--- src/hw/rtl/assert_macros.svh ---
// Assertion macros shared by the peak/trough detector RTL.
// No dependencies; the checks compile away when SYNTHESIS is defined.
`ifndef ASSERT_MACROS_SVH
`define ASSERT_MACROS_SVH

`ifndef SYNTHESIS
// Check on every rising clock edge, masked while reset is high.
`define ASSERT_RST(label, clk, rst, prop, msg) \
   label: assert property (@(posedge clk) disable iff (rst) prop) else $error(msg);
// Check on every rising clock edge, including during reset.
`define ASSERT_ALWAYS(label, clk, prop, msg) \
   label: assert property (@(posedge clk) prop) else $error(msg);
`else
`define ASSERT_RST(label, clk, rst, prop, msg)
`define ASSERT_ALWAYS(label, clk, prop, msg)
`endif

`endif

--- src/hw/rtl/ptd_pkg.sv ---
// Shared types and constants of the peak/trough detector.
// No dependencies; imported by ptd_if, ptd_front, ptd_queue and peak_trough_detector.
package ptd_pkg;

   localparam int SAMPLE_BITS = 16;
   localparam int INDEX_BITS  = 16;
   localparam int THRESH_BITS = 16;
   localparam int CMP_BITS    = ((SAMPLE_BITS > THRESH_BITS) ? SAMPLE_BITS : THRESH_BITS) + 2;

   localparam int QUEUE_DEPTH = 2;
   localparam int PTR_BITS    = (QUEUE_DEPTH > 1) ? $clog2(QUEUE_DEPTH) : 1;
   localparam int COUNT_BITS  = $clog2(QUEUE_DEPTH + 1);

   localparam logic [INDEX_BITS-1:0] INDEX_MAX = '1;

   localparam logic EVENT_PEAK   = 1'b0;
   localparam logic EVENT_TROUGH = 1'b1;

   typedef logic signed [SAMPLE_BITS-1:0] sample_type;
   typedef logic [INDEX_BITS-1:0]         index_type;
   typedef logic [THRESH_BITS-1:0]        thresh_type;
   typedef logic signed [CMP_BITS-1:0]    cmp_type;

   typedef enum logic [2:0] {
      MODE_UNDECIDED   = 3'b001,
      MODE_SEEK_PEAK   = 3'b010,
      MODE_SEEK_TROUGH = 3'b100
   } mode_type;

   typedef struct packed {
      logic       kind;
      index_type  index;
      sample_type value;
      index_type  count;
   } result_type;

endpackage

--- src/hw/rtl/ptd_if.sv ---
// Handshake channels of the peak/trough detector: samples, results, threshold.
// Depends on ptd_pkg.
interface ptd_req_if import ptd_pkg::*; ();
   logic       valid;
   logic       ready;
   sample_type sample;
   logic       last_in_set;
   modport source (output valid, sample, last_in_set, input ready);
   modport sink   (input valid, sample, last_in_set, output ready);
endinterface

interface ptd_rsp_if import ptd_pkg::*; ();
   logic       valid;
   logic       ready;
   logic       event_kind;
   index_type  event_index;
   sample_type event_value;
   index_type  event_count;
   modport source (output valid, event_kind, event_index, event_value, event_count,
                   input ready);
   modport sink   (input valid, event_kind, event_index, event_value, event_count,
                   output ready);
endinterface

interface ptd_csr_if import ptd_pkg::*; ();
   logic       valid;
   logic       ready;
   thresh_type threshold;
   modport source (output valid, threshold, input ready);
   modport sink   (input valid, threshold, output ready);
endinterface

--- src/hw/rtl/ptd_front.sv ---
// Front end: threshold register, direction state and held extremes; classifies each item.
// Depends on ptd_pkg and assert_macros.svh.
`include "assert_macros.svh"

module ptd_front import ptd_pkg::*; (
   input  logic       clock,
   input  logic       reset,
   input  logic       csr_write,
   input  thresh_type csr_data,
   input  logic       req_valid,
   input  sample_type req_sample,
   input  logic       req_last,
   output logic       req_ready,
   input  logic       queue_space,
   output logic       push,
   output result_type evt
);

   thresh_type thresh_ff;
   mode_type   mode_ff, mode_in;
   sample_type max_value_ff, max_value_in, min_value_ff, min_value_in;
   index_type  max_index_ff, max_index_in, min_index_ff, min_index_in;
   index_type  index_ff, index_in;
   index_type  peak_count_ff, peak_count_in, trough_count_ff, trough_count_in;

   logic       accept, first, emit;
   sample_type cur_max, cur_min;
   index_type  cur_max_idx, cur_min_idx;
   cmp_type    s_x, e_x, max_x, min_x;
   logic       peak_hit, trough_hit, rising, falling;

   function automatic index_type sat_inc(input index_type v);
      return (v == INDEX_MAX) ? v : INDEX_BITS'(v + 1'b1);
   endfunction

   assign req_ready = queue_space;
   assign accept    = req_valid && req_ready;
   assign push      = accept && emit;

   always_comb begin
      first       = (index_ff == '0);
      cur_max     = first ? req_sample : max_value_ff;
      cur_min     = first ? req_sample : min_value_ff;
      cur_max_idx = first ? '0 : max_index_ff;
      cur_min_idx = first ? '0 : min_index_ff;

      s_x   = $signed({{(CMP_BITS-SAMPLE_BITS){req_sample[SAMPLE_BITS-1]}}, req_sample});
      e_x   = $signed({{(CMP_BITS-THRESH_BITS){1'b0}}, thresh_ff});
      max_x = $signed({{(CMP_BITS-SAMPLE_BITS){cur_max[SAMPLE_BITS-1]}}, cur_max});
      min_x = $signed({{(CMP_BITS-SAMPLE_BITS){cur_min[SAMPLE_BITS-1]}}, cur_min});

      peak_hit   = max_x >= (s_x + e_x);
      trough_hit = s_x >= (min_x + e_x);
      rising     = cur_max <= req_sample;
      falling    = req_sample <= cur_min;

      mode_in         = mode_ff;
      max_value_in    = cur_max;
      max_index_in    = cur_max_idx;
      min_value_in    = cur_min;
      min_index_in    = cur_min_idx;
      peak_count_in   = peak_count_ff;
      trough_count_in = trough_count_ff;
      emit            = 1'b0;
      evt.kind        = EVENT_PEAK;
      evt.index       = cur_max_idx;
      evt.value       = cur_max;
      evt.count       = sat_inc(peak_count_ff);

      case (mode_ff)
         MODE_SEEK_PEAK: begin
            if (rising) begin
               max_value_in = req_sample;
               max_index_in = index_ff;
            end else if (peak_hit) begin
               emit          = 1'b1;
               peak_count_in = sat_inc(peak_count_ff);
               min_value_in  = req_sample;
               min_index_in  = index_ff;
               mode_in       = MODE_SEEK_TROUGH;
            end
         end
         MODE_SEEK_TROUGH: begin
            evt.kind  = EVENT_TROUGH;
            evt.index = cur_min_idx;
            evt.value = cur_min;
            evt.count = sat_inc(trough_count_ff);
            if (falling) begin
               min_value_in = req_sample;
               min_index_in = index_ff;
            end else if (trough_hit) begin
               emit            = 1'b1;
               trough_count_in = sat_inc(trough_count_ff);
               max_value_in    = req_sample;
               max_index_in    = index_ff;
               mode_in         = MODE_SEEK_PEAK;
            end
         end
         default: begin
            if (peak_hit) begin
               mode_in = MODE_SEEK_TROUGH;
            end else if (trough_hit) begin
               mode_in = MODE_SEEK_PEAK;
            end else begin
               mode_in = MODE_UNDECIDED;
            end
            if (rising) begin
               max_value_in = req_sample;
               max_index_in = index_ff;
            end else if (falling) begin
               min_value_in = req_sample;
               min_index_in = index_ff;
            end
         end
      endcase

      index_in = sat_inc(index_ff);
   end

   always_ff @(posedge clock) begin
      if (reset) begin
         thresh_ff <= '0;
      end else if (csr_write) begin
         thresh_ff <= csr_data;
      end
   end

   always_ff @(posedge clock) begin
      if (reset) begin
         mode_ff         <= MODE_UNDECIDED;
         index_ff        <= '0;
         peak_count_ff   <= '0;
         trough_count_ff <= '0;
      end else if (accept) begin
         if (req_last) begin
            mode_ff         <= MODE_UNDECIDED;
            index_ff        <= '0;
            peak_count_ff   <= '0;
            trough_count_ff <= '0;
         end else begin
            mode_ff         <= mode_in;
            index_ff        <= index_in;
            peak_count_ff   <= peak_count_in;
            trough_count_ff <= trough_count_in;
         end
      end
   end

   always_ff @(posedge clock) begin
      if (accept) begin
         max_value_ff <= max_value_in;
         max_index_ff <= max_index_in;
         min_value_ff <= min_value_in;
         min_index_ff <= min_index_in;
      end
   end

   `ASSERT_RST(a_push_needs_direction, clock, reset, push |-> (mode_ff != MODE_UNDECIDED), "event raised while direction undecided")
   `ASSERT_RST(a_last_clears, clock, reset, (accept && req_last) |=> (index_ff == '0 && mode_ff == MODE_UNDECIDED), "state not cleared after last item of set")
   `ASSERT_RST(a_count_nonzero, clock, reset, push |-> (evt.count != '0), "event count is zero")

endmodule

--- src/hw/rtl/ptd_queue.sv ---
// Back end: short result queue whose head drives the result channel.
// Depends on ptd_pkg and assert_macros.svh.
`include "assert_macros.svh"

module ptd_queue import ptd_pkg::*; (
   input  logic       clock,
   input  logic       reset,
   input  logic       push,
   input  result_type push_data,
   output logic       space,
   output logic       rsp_valid,
   output result_type rsp_data,
   input  logic       rsp_ready
);

   localparam logic [COUNT_BITS-1:0] QUEUE_FULL = COUNT_BITS'(QUEUE_DEPTH);
   localparam logic [PTR_BITS-1:0]   PTR_LAST   = PTR_BITS'(QUEUE_DEPTH - 1);

   result_type              entry_ff [QUEUE_DEPTH];
   logic [PTR_BITS-1:0]     wr_ptr_ff, wr_ptr_in, rd_ptr_ff, rd_ptr_in;
   logic [COUNT_BITS-1:0]   count_ff, count_in;
   logic                    pop;

   assign rsp_valid = (count_ff != '0);
   assign rsp_data  = entry_ff[rd_ptr_ff];
   assign pop       = rsp_valid && rsp_ready;
   assign space     = (count_ff != QUEUE_FULL) || pop;

   always_comb begin
      wr_ptr_in = wr_ptr_ff;
      rd_ptr_in = rd_ptr_ff;
      if (push) begin
         wr_ptr_in = (wr_ptr_ff == PTR_LAST) ? '0 : PTR_BITS'(wr_ptr_ff + 1'b1);
      end
      if (pop) begin
         rd_ptr_in = (rd_ptr_ff == PTR_LAST) ? '0 : PTR_BITS'(rd_ptr_ff + 1'b1);
      end
      case ({push, pop})
         2'b10:   count_in = COUNT_BITS'(count_ff + 1'b1);
         2'b01:   count_in = COUNT_BITS'(count_ff - 1'b1);
         default: count_in = count_ff;
      endcase
   end

   always_ff @(posedge clock) begin
      if (reset) begin
         wr_ptr_ff <= '0;
         rd_ptr_ff <= '0;
         count_ff  <= '0;
      end else begin
         wr_ptr_ff <= wr_ptr_in;
         rd_ptr_ff <= rd_ptr_in;
         count_ff  <= count_in;
      end
   end

   always_ff @(posedge clock) begin
      if (push) begin
         entry_ff[wr_ptr_ff] <= push_data;
      end
   end

   `ASSERT_RST(a_count_bound, clock, reset, count_ff <= QUEUE_FULL, "queue count above depth")
   `ASSERT_RST(a_no_overflow, clock, reset, push |-> (count_ff != QUEUE_FULL || pop), "push when full")
   `ASSERT_ALWAYS(a_reset_empty, clock, reset |=> (count_ff == '0), "queue not empty after reset")

endmodule

--- src/hw/rtl/peak_trough_detector.sv ---
// Peak and trough detector with hysteresis: takes one signed sample per item and
// reports each confirmed peak or trough with its index, value and running count.
// The block accepts one sample every clock cycle unless the sample channel stalls;
// the whole state update of the direction tracker, and the queue write of any result,
// happens in the cycle an item is accepted. A two-entry result queue separates the
// tracker from the result channel, so samples keep flowing while a result waits;
// the sample channel stalls only when both queue entries are held and the result
// channel is not taking one. Threshold writes are taken at any time, one per cycle,
// and belong between data sets while the block is idle.
// Depends on ptd_pkg, ptd_if, ptd_front, ptd_queue and assert_macros.svh.
module peak_trough_detector import ptd_pkg::*; (
   input  logic     clock,
   input  logic     reset,
   ptd_req_if.sink  req_if,
   ptd_rsp_if.source rsp_if,
   ptd_csr_if.sink  csr_if
);

   logic       queue_space;
   logic       push;
   result_type evt;
   result_type head;

   assign csr_if.ready = 1'b1;

   ptd_front u_front (
      .clock       (clock),
      .reset       (reset),
      .csr_write   (csr_if.valid),
      .csr_data    (csr_if.threshold),
      .req_valid   (req_if.valid),
      .req_sample  (req_if.sample),
      .req_last    (req_if.last_in_set),
      .req_ready   (req_if.ready),
      .queue_space (queue_space),
      .push        (push),
      .evt         (evt)
   );

   ptd_queue u_queue (
      .clock     (clock),
      .reset     (reset),
      .push      (push),
      .push_data (evt),
      .space     (queue_space),
      .rsp_valid (rsp_if.valid),
      .rsp_data  (head),
      .rsp_ready (rsp_if.ready)
   );

   assign rsp_if.event_kind  = head.kind;
   assign rsp_if.event_index = head.index;
   assign rsp_if.event_value = head.value;
   assign rsp_if.event_count = head.count;

endmodule
--- src/flat_wrapper.sv ---
// flat-port wrapper written by rule: the top's interface ports become plain ports
module peak_trough_detector_flat import ptd_pkg::*;
  (clock, reset, req_if_valid, req_if_sample, req_if_last_in_set, req_if_ready, rsp_if_valid, rsp_if_event_kind, rsp_if_event_index, rsp_if_event_value, rsp_if_event_count, rsp_if_ready, csr_if_valid, csr_if_threshold, csr_if_ready);
  ptd_req_if req_if_i ();
  ptd_rsp_if rsp_if_i ();
  ptd_csr_if csr_if_i ();
  input  logic clock;
  input  logic reset;
  input wire logic [$bits(req_if_i.valid)-1:0] req_if_valid;
  input wire logic [$bits(req_if_i.sample)-1:0] req_if_sample;
  input wire logic [$bits(req_if_i.last_in_set)-1:0] req_if_last_in_set;
  output wire logic [$bits(req_if_i.ready)-1:0] req_if_ready;
  output wire logic [$bits(rsp_if_i.valid)-1:0] rsp_if_valid;
  output wire logic [$bits(rsp_if_i.event_kind)-1:0] rsp_if_event_kind;
  output wire logic [$bits(rsp_if_i.event_index)-1:0] rsp_if_event_index;
  output wire logic [$bits(rsp_if_i.event_value)-1:0] rsp_if_event_value;
  output wire logic [$bits(rsp_if_i.event_count)-1:0] rsp_if_event_count;
  input wire logic [$bits(rsp_if_i.ready)-1:0] rsp_if_ready;
  input wire logic [$bits(csr_if_i.valid)-1:0] csr_if_valid;
  input wire logic [$bits(csr_if_i.threshold)-1:0] csr_if_threshold;
  output wire logic [$bits(csr_if_i.ready)-1:0] csr_if_ready;
  assign req_if_i.valid = req_if_valid;
  assign req_if_i.sample = req_if_sample;
  assign req_if_i.last_in_set = req_if_last_in_set;
  assign req_if_ready = req_if_i.ready;
  assign rsp_if_valid = rsp_if_i.valid;
  assign rsp_if_event_kind = rsp_if_i.event_kind;
  assign rsp_if_event_index = rsp_if_i.event_index;
  assign rsp_if_event_value = rsp_if_i.event_value;
  assign rsp_if_event_count = rsp_if_i.event_count;
  assign rsp_if_i.ready = rsp_if_ready;
  assign csr_if_i.valid = csr_if_valid;
  assign csr_if_i.threshold = csr_if_threshold;
  assign csr_if_ready = csr_if_i.ready;
  peak_trough_detector u_core (.clock(clock), .reset(reset), .req_if(req_if_i), .rsp_if(rsp_if_i), .csr_if(csr_if_i));
endmodule
--- config.mk ---
export PLATFORM = sky130hd
export DESIGN_NAME = peak_trough_detector_flat
export DESIGN_NICKNAME = d
export VERILOG_FILES = /design/src/hw/rtl/ptd_pkg.sv /design/src/hw/rtl/ptd_if.sv /design/src/hw/rtl/ptd_front.sv /design/src/hw/rtl/ptd_queue.sv /design/src/hw/rtl/peak_trough_detector.sv /design/src/flat_wrapper.sv
export VERILOG_INCLUDE_DIRS = /design/src /design/src/hw/rtl
export SDC_FILE = /design/constraint.sdc
export NUM_CORES = 1
export LEC_CHECK = 0
export ABC_CLOCK_PERIOD_IN_PS = 17450
export BUFFER_PORTS_ARGS = -buffer_cell sky130_fd_sc_hd__buf_2
export CORE_ASPECT_RATIO = 1.1
export CORE_MARGIN = 1
export CORE_UTILIZATION = 56
export CTS_BUF_LIST = sky130_fd_sc_hd__clkbuf_4 sky130_fd_sc_hd__clkbuf_8 sky130_fd_sc_hd__clkbuf_16
export CTS_CLUSTER_SIZE = 25
export DETAILED_ROUTE_END_ITERATION = 10
export GPL_ROUTABILITY_DRIVEN = 1
export PLACE_DENSITY = 0.75
export SETUP_SLACK_MARGIN = 0.05
export SLEW_MARGIN = 20
export SYNTH_ARGS = -nofsm -noshare
export SYNTH_HDL_FRONTEND = slang
export SYNTH_SLANG_ARGS = --single-unit
export TNS_END_PERCENT = 10
--- constraint.sdc ---
create_clock -name clock -period 17.45 [get_ports clock]
set_input_delay 0.8725 -clock clock [delete_from_list [all_inputs] [get_ports clock]]
set_output_delay 0.8725 -clock clock [all_outputs]
set_load 0.02 [all_outputs]
After elaboration in Yosys (flattened, before gate mapping)
Memories as Yosys holds them, arrays and structs flattened. A register that Yosys moved wholly into a read port is not among the register bits.
Cells that the tools add are included.
{"block": "totals", "mem_bits_rw": 98, "latchBits": 0, "output_inout_bits": 52, "reg_bits": 135, "mem_bits_ro": 0, "word_cells": 111, "in_bits": 38, "n_memories": 1}
{"name": "u_core.u_queue.entry_ff", "words": 2, "word_bits": 49, "rd": 1, "rd_clocked_by_memory_dff": 1, "wr": 1, "line_no": "ptd_queue.sv:19", "text": "result_type entry_ff [QUEUE_DEPTH];"}
{"block": "op_classes", "n_mux": 55, "div_mod_pow": 0, "n_reduce_logical": 15, "add_sub_neg": 9, "n_shift": 0, "n_lt_le_gt_ge": 4, "mul": 0, "n_eq_ne": 15, "bitwise": 0}
{"op": "$mux 16", "n": 32}
{"op": "$pmux 16 s2", "n": 2}
{"op": "$mux 49", "n": 1}
{"op": "$add 16x1->16 const B", "n": 3}
{"op": "$eq 16x16->1 const B", "n": 3}
{"op": "$add 16x17->18", "n": 2}
{"op": "$ge 16x18->1", "n": 2}
{"op": "$le 16x16->1", "n": 2}
{"op": "$mux 3", "n": 6}
{"op": "$logic_not 16->1", "n": 1}
{"op": "$ne 3x3->1 const B", "n": 4}
{"op": "$reduce_bool 2->1", "n": 6}
{"op": "$mux 1", "n": 10}
{"op": "$ne 2x2->1 const B", "n": 4}
{"op": "$reduce_and 4->1", "n": 2}
{"op": "$pmux 3 s2", "n": 1}
{"op": "$reduce_and 5->1", "n": 1}
{"op": "$pmux 2 s2", "n": 1}
{"op": "$eq 3x2->1 const B", "n": 1}
{"op": "$eq 3x3->1 const B", "n": 1}
{"op": "$logic_and 1x1->1", "n": 3}
{"op": "$add 1x1->1 const B", "n": 2}
{"op": "$add 2x1->2 const B", "n": 1}
{"op": "$eq 2x1->1 const B", "n": 1}
{"op": "6 further kinds", "n": 6}

Logic depth before layout (Yosys ltp)
{"block": "depth", "depth_word": 10, "ltp_mapped": 30, "ltp_nobuf": 28}

Hierarchy
Synthesis repeated with hierarchy kept, for this count alone.
{"block": "hier_totals", "hier_cells": 1394, "hier_area_um2": 13845.8}
{"mod": "ptd_front", "area_each_um2": 10098.4, "seq_area_each_um2": 3263.1, "cells_each": 1216, "instances": 1}
{"mod": "ptd_queue", "area_each_um2": 3736.1, "seq_area_each_um2": 3042.9, "cells_each": 176, "instances": 1}
{"mod": "peak_trough_detector", "area_each_um2": 11.3, "seq_area_each_um2": 0.0, "cells_each": 2, "instances": 1}

Worst setup path before layout
No wires, ideal clock.
{"block": "synth_timing", "path_type": "register to register", "start": "register u_core.u_front.index_ff[0]", "end": "memory u_core.u_queue.entry_ff[0][0] (netlist bit) (enable)", "t_required_ns": 16.994, "arrival_time_ns": 6.635, "path_buffers": 2, "setup_time_ns": 0.456, "synth_period_minus_slack_ns": 7.091, "path_stages_with_launch": 27, "path_slack_ns": 10.359, "path_cell_list": "dfxtp_1 > inv_1 > ha_1 > nor4b_1 > nand4_1 > clkbuf_1 > buf_1 > nand2_1 > nand2_1 > inv_1 > fa_1 > nor2b_1 > o21ai_0 > a21oi_1 > o211ai_1 > a31oi_1 > nand4_1 > a41oi_1 > nor2_1 > xnor2_1 > ha_1 > a2111oi_1 > a22oi_1 > o21ai_2 > nor3_4 > o21ai_2 > nor2_1"}
{"block": "synth_via", "elab_chain_len": 10, "word_cells_on_any_way": 16, "classes_between": "add/sub (1); order compare (4); mux (9); reduce/logical (2)"}
{"item": "start: declaration", "line_no": "ptd_front.sv:23", "text": "index_type index_ff, index_in;"}
{"item": "start signal: assignment", "line_no": "ptd_front.sv:142", "text": "index_ff <= index_in;"}
{"item": "$logic_not 16->1 (*)", "line_no": "ptd_front.sv:41", "text": "first = (index_ff == '0);"}
{"item": "$mux 16", "line_no": "ptd_front.sv:43", "text": "cur_min = first ? req_sample : min_value_ff;"}
{"item": "$add 16x17->18", "line_no": "ptd_front.sv:53", "text": "trough_hit = s_x >= (min_x + e_x);"}
{"item": "$ge 16x18->1", "line_no": "ptd_front.sv:53"}
{"item": "$mux 1", "line_no": "ptd_front.sv:91", "text": "end else if (trough_hit) begin"}
{"item": "$mux 1", "line_no": "ptd_front.sv:88", "text": "if (falling) begin"}
{"item": "$pmux 1 s2 (*)", "line_no": "ptd_front.sv:70", "text": "case (mode_ff)"}
{"item": "$logic_and 1x1->1 (*)", "line_no": "ptd_front.sv:38", "text": "assign push = accept && emit;"}
{"item": "$mux 1 (*)", "line_no": "ptd_queue.sv:58", "text": "if (push) begin"}
{"item": "$mux 1 (not written as such) (*)", "line_no": "ptd_queue.sv:59", "text": "entry_ff[wr_ptr_ff] <= push_data;"}
{"item": "end: declaration", "line_no": "ptd_queue.sv:19"}
Mark *: on every way between the ends. The rest lies on a longest branch, timed or not.

Worst setup path after layout
{"block": "layout_timing", "start": "register u_core.u_front.index_ff[0]", "end": "register u_core.u_queue.count_ff[1]"}
{"block": "layout_via", "elab_chain_len": 10, "word_cells_on_any_way": 18, "classes_between": "add/sub (1); order compare (4); eq/ne (2); mux (8); reduce/logical (3)"}
{"item": "$logic_not 16->1 (*)", "line_no": "ptd_front.sv:41"}
{"item": "$mux 16", "line_no": "ptd_front.sv:43"}
{"item": "$add 16x17->18", "line_no": "ptd_front.sv:53"}
{"item": "$ge 16x18->1", "line_no": "ptd_front.sv:53"}
{"item": "$mux 1", "line_no": "ptd_front.sv:91"}
{"item": "$mux 1", "line_no": "ptd_front.sv:88"}
{"item": "$pmux 1 s2 (*)", "line_no": "ptd_front.sv:70"}
{"item": "$logic_and 1x1->1 (*)", "line_no": "ptd_front.sv:38"}
{"item": "$eq 2x1->1 or $eq 2x2->1 (tied branches)", "line_no": "ptd_queue.sv:38", "text": "case ({push, pop})"}
{"item": "$pmux 2 s2 or $reduce_bool 2->1 (tied branches)"}
{"item": "end signal: assignment", "line_no": "ptd_queue.sv:53", "text": "count_ff <= count_in;"}
{"item": "end: declaration", "line_no": "ptd_queue.sv:21", "text": "logic [COUNT_BITS-1:0] count_ff, count_in;"}
Marks and branches as above.
A chain may end at the register's enable or synchronous reset.

==> metrics.yaml <==
drt:
  wl_per_cell_microns: 16.8
  first_pass_iters: 8
  drt_wl_total_mm: 31.0
  vias_per_cell: 5.79
  vias: 10666
  drc: 8
  detail-route-antenna-nets: 0
  drtIter0Drc: 700
floorplan:
  io_pins: 90
  fp.dieW_microns: 152
  design.die.area_sq_um: 25400
  std_cell_rows: 60
  core_region_area_sq_um: 24400
  start_util: 0.569
  die_y_microns: 167
critical_path:
  crit_top_cell: "ha_1"
  setup.worst_path.start_class: "register"
  cp_slowest_stage_delay_ns: 0.45
  timing.rr.start: "u_core.u_front.index_ff[0]"
  path_max_fanout: 38
  cp_data_required_time_ns: 17.88
  endpoint_kind: "register"
  startpoint: "u_core.u_front.index_ff[0]"
  slowest_stage: "o21ai_2"
  cp.arrival_ns: 7.06
  crit_type: "register to register"
clock_tree:
  clock-sinks: 234
  post_cts_buffers: 0
  cts_tree: "yes"
  cts_buffers: 25
  clockBufferDepth: 3
  clock_latency_ns: 0.51
  cts-root-buf: "clkbuf_16"
  cts_hold_buf: 0
  post_cts_resized: 0
  cts_max_level: 1
  clkTransAtPathRegs_ns: 0.06
finish:
  final_nets: 1661
  final_cell_count_no_fill: 1841
  syn_to_final_growth_pct: 10.8
  layout_common_cells: "nand2_1 (221), edfxtp_1 (162), nor2_1 (119)"
  layout_commonest_cell: "nand2_1"
  diodes: 0
  fillers: 2003
  drive_above_1_share: 0.148
  post-route-util: 0.630
timing:
  hold_viol: 0
  grt_setup_unrepaired: "no"
  tightestPinTransition_ns: 0.923
  slew_headroom: 0.385
  fin_tns_setup_ns: 0
  skew_ns: 0.00738
  worst_slack_ns: 10.83
  fin_crit_sh: 0.379
  fin_crit_ns: 6.62
  max_freq_ghz: 0.151
  setup_viol: 0
  drv_slew: 0
power:
  pwr-share-clk: 0.353
  power_density_nw_per_um2: 96.3
  power_switching_uw: 430
  p_int_uw: 1050
  power_frac_comb: 0.214
  p_leak_uw: 0.00606
  peakVddDrop_mv: 0.0731
  netSwitchingFraction: 0.290
  power_frac_seq: 0.433
grt:
  grt-ovfl-total: 0
  grt_usage: 0.246
  grt_pass1_wl_mm: 51.1
  grt_max_degree: 70
  grt_pass1_vias: 10426
  antenna_found_initial: 0
yosys:
  yosysUniqueCellTypes: 77
  synth-seq-cells: 234
  synth_seq_area_share: 0.454
  yosys_warnings: 0
  syn_nets: 1593
  ys_async_sr_fraction: 0
  syn_area_sq_um: 13900
  synth-edff-count: 162
  syn_area_per_cell_sq_um: 9.60
  synth_ff_type: "edfxtp_1"
  syn_inst: 1445
hold_path:
  hp-class: "register to register"
  hp-start: "u_core.u_front.trough_count_ff[11]"
placed_design:
  pre_cts_slack_ns: 10.89
  place_congestion: 0.858
  dp_hpwl_mm: 22.0
  dp.cells: 1796
  port_buffers: 88
run:
  drv_cap: 0
status:
  violations: "design-rule violations"
  status: "complete, but fails checks"
==> state kept, by name, summed over array words and instances (netlist names), named ones only <==
register and cells:
u_core.u_front.max_value_ff 16, u_core.u_queue.count_ff 2, u_core.u_front.min_index_ff 16, u_core.u_front.mode_ff 3, u_core.u_front.max_index_ff 16, u_core.u_queue.wr_ptr_ff 1, u_core.u_queue.rd_ptr_ff 1, u_core.u_front.min_value_ff 16
u_core.u_front.index_ff 16, u_core.u_front.thresh_ff 16, u_core.u_queue.entry_ff 98, u_core.u_front.trough_count_ff 16, u_core.u_front.peak_count_ff 16
==> synthesized netlist by cell type, types with 23 or more instances <==
cell | count | area, sq um
o21ai_0 | 96 | 480
nand3_1 | 25 | 125
xor2_1 | 33 | 289
nand2_1 | 222 | 833
nor2_1 | 121 | 454
clkbuf_1 | 30 | 113
inv_1 | 80 | 300
mux2_2 | 49 | 552
dfxtp_1 | 72 | 1440
nand4_1 | 23 | 144
edfxtp_1 | 162 | 4860
a21oi_1 | 115 | 576
ha_1 | 108 | 1350
xnor2_1 | 30 | 263
==> metal layers <==
| layer | track usage | share of wire |
|---|---|---|
| met1 | 0.316 | 0.44 |
| met2 | 0.438 | 0.49 |
| met3 | 0.0269 | 0.045 |
| met4 | 0.0741 | 0.025 |
| met5 | 0 | 0 |
==> critical path: cells and delay by family (launching register included) <==
family	cells	cell delay, ns
AOI/OAI and AO/OA	10	2.64
xor gates and xnor gates	1	0.13
adders and majority gates	5	1.35
buffers and inverters	3	0.44
DFF	1	0.36
and+or+nand+nor	9	1.61
==> power by group through the flow <==
| stage | sequential, uW | combinational [uW] | clock [uW] |
|---|---|---|---|
| floorplan | 649 | 239 | 0 |
| global placement | 651 | 302 | 0 |
| detailed placement | 652 | 314 | 0 |
| CTS | 641 | 315 | 534 |
| global route | 643 | 357 | 556 |
| finish | 641 | 317 | 523 |
==> worst paths after layout <==
path | end | slack (ns) | depth (start not counted)
min reg2reg | u_core.u_front.trough_count_ff[11] | 0.47 | 1
min | u_core.u_front.trough_count_ff[11] | 0.47 | 1
max | u_core.u_queue.count_ff[1] | 10.83 | 28
max reg2reg | u_core.u_queue.count_ff[1] | 10.83 | 28
==> kinds of logic after synthesis <==
kind of cell    synth area share
buf+inv                   0.0397
other cells             0.000270
xor+xnor                  0.0398
mux                       0.0546
simple gates               0.162
fa+ha+maj                  0.100
compound gates             0.149
flops                      0.454
==> layout make-up <==
class	count	area, sq um	area share
clock inverters	15	133	0.00862
repair buffers	99	523	0.0340
clock buffers	30	682	0.0443
flip-flops and latches	234	6310	0.410
multi-input cells	1073	7040	0.458
inverters	80	300	0.0195
well taps	310	388	0.0252
==> per-stage QoR <==
step	instance area, sq um	hold WS (ns)	power, uW
after global placement	14600	0.447	953
after CTS	15400	0.470	1490
after detailed placement	14600	0.456	966
final	15400	0.467	1480
after floorplan	13900	0.440	888
after global routing	15400	0.495	1560
No activity file was read; power rests on OpenSTA's default activity.
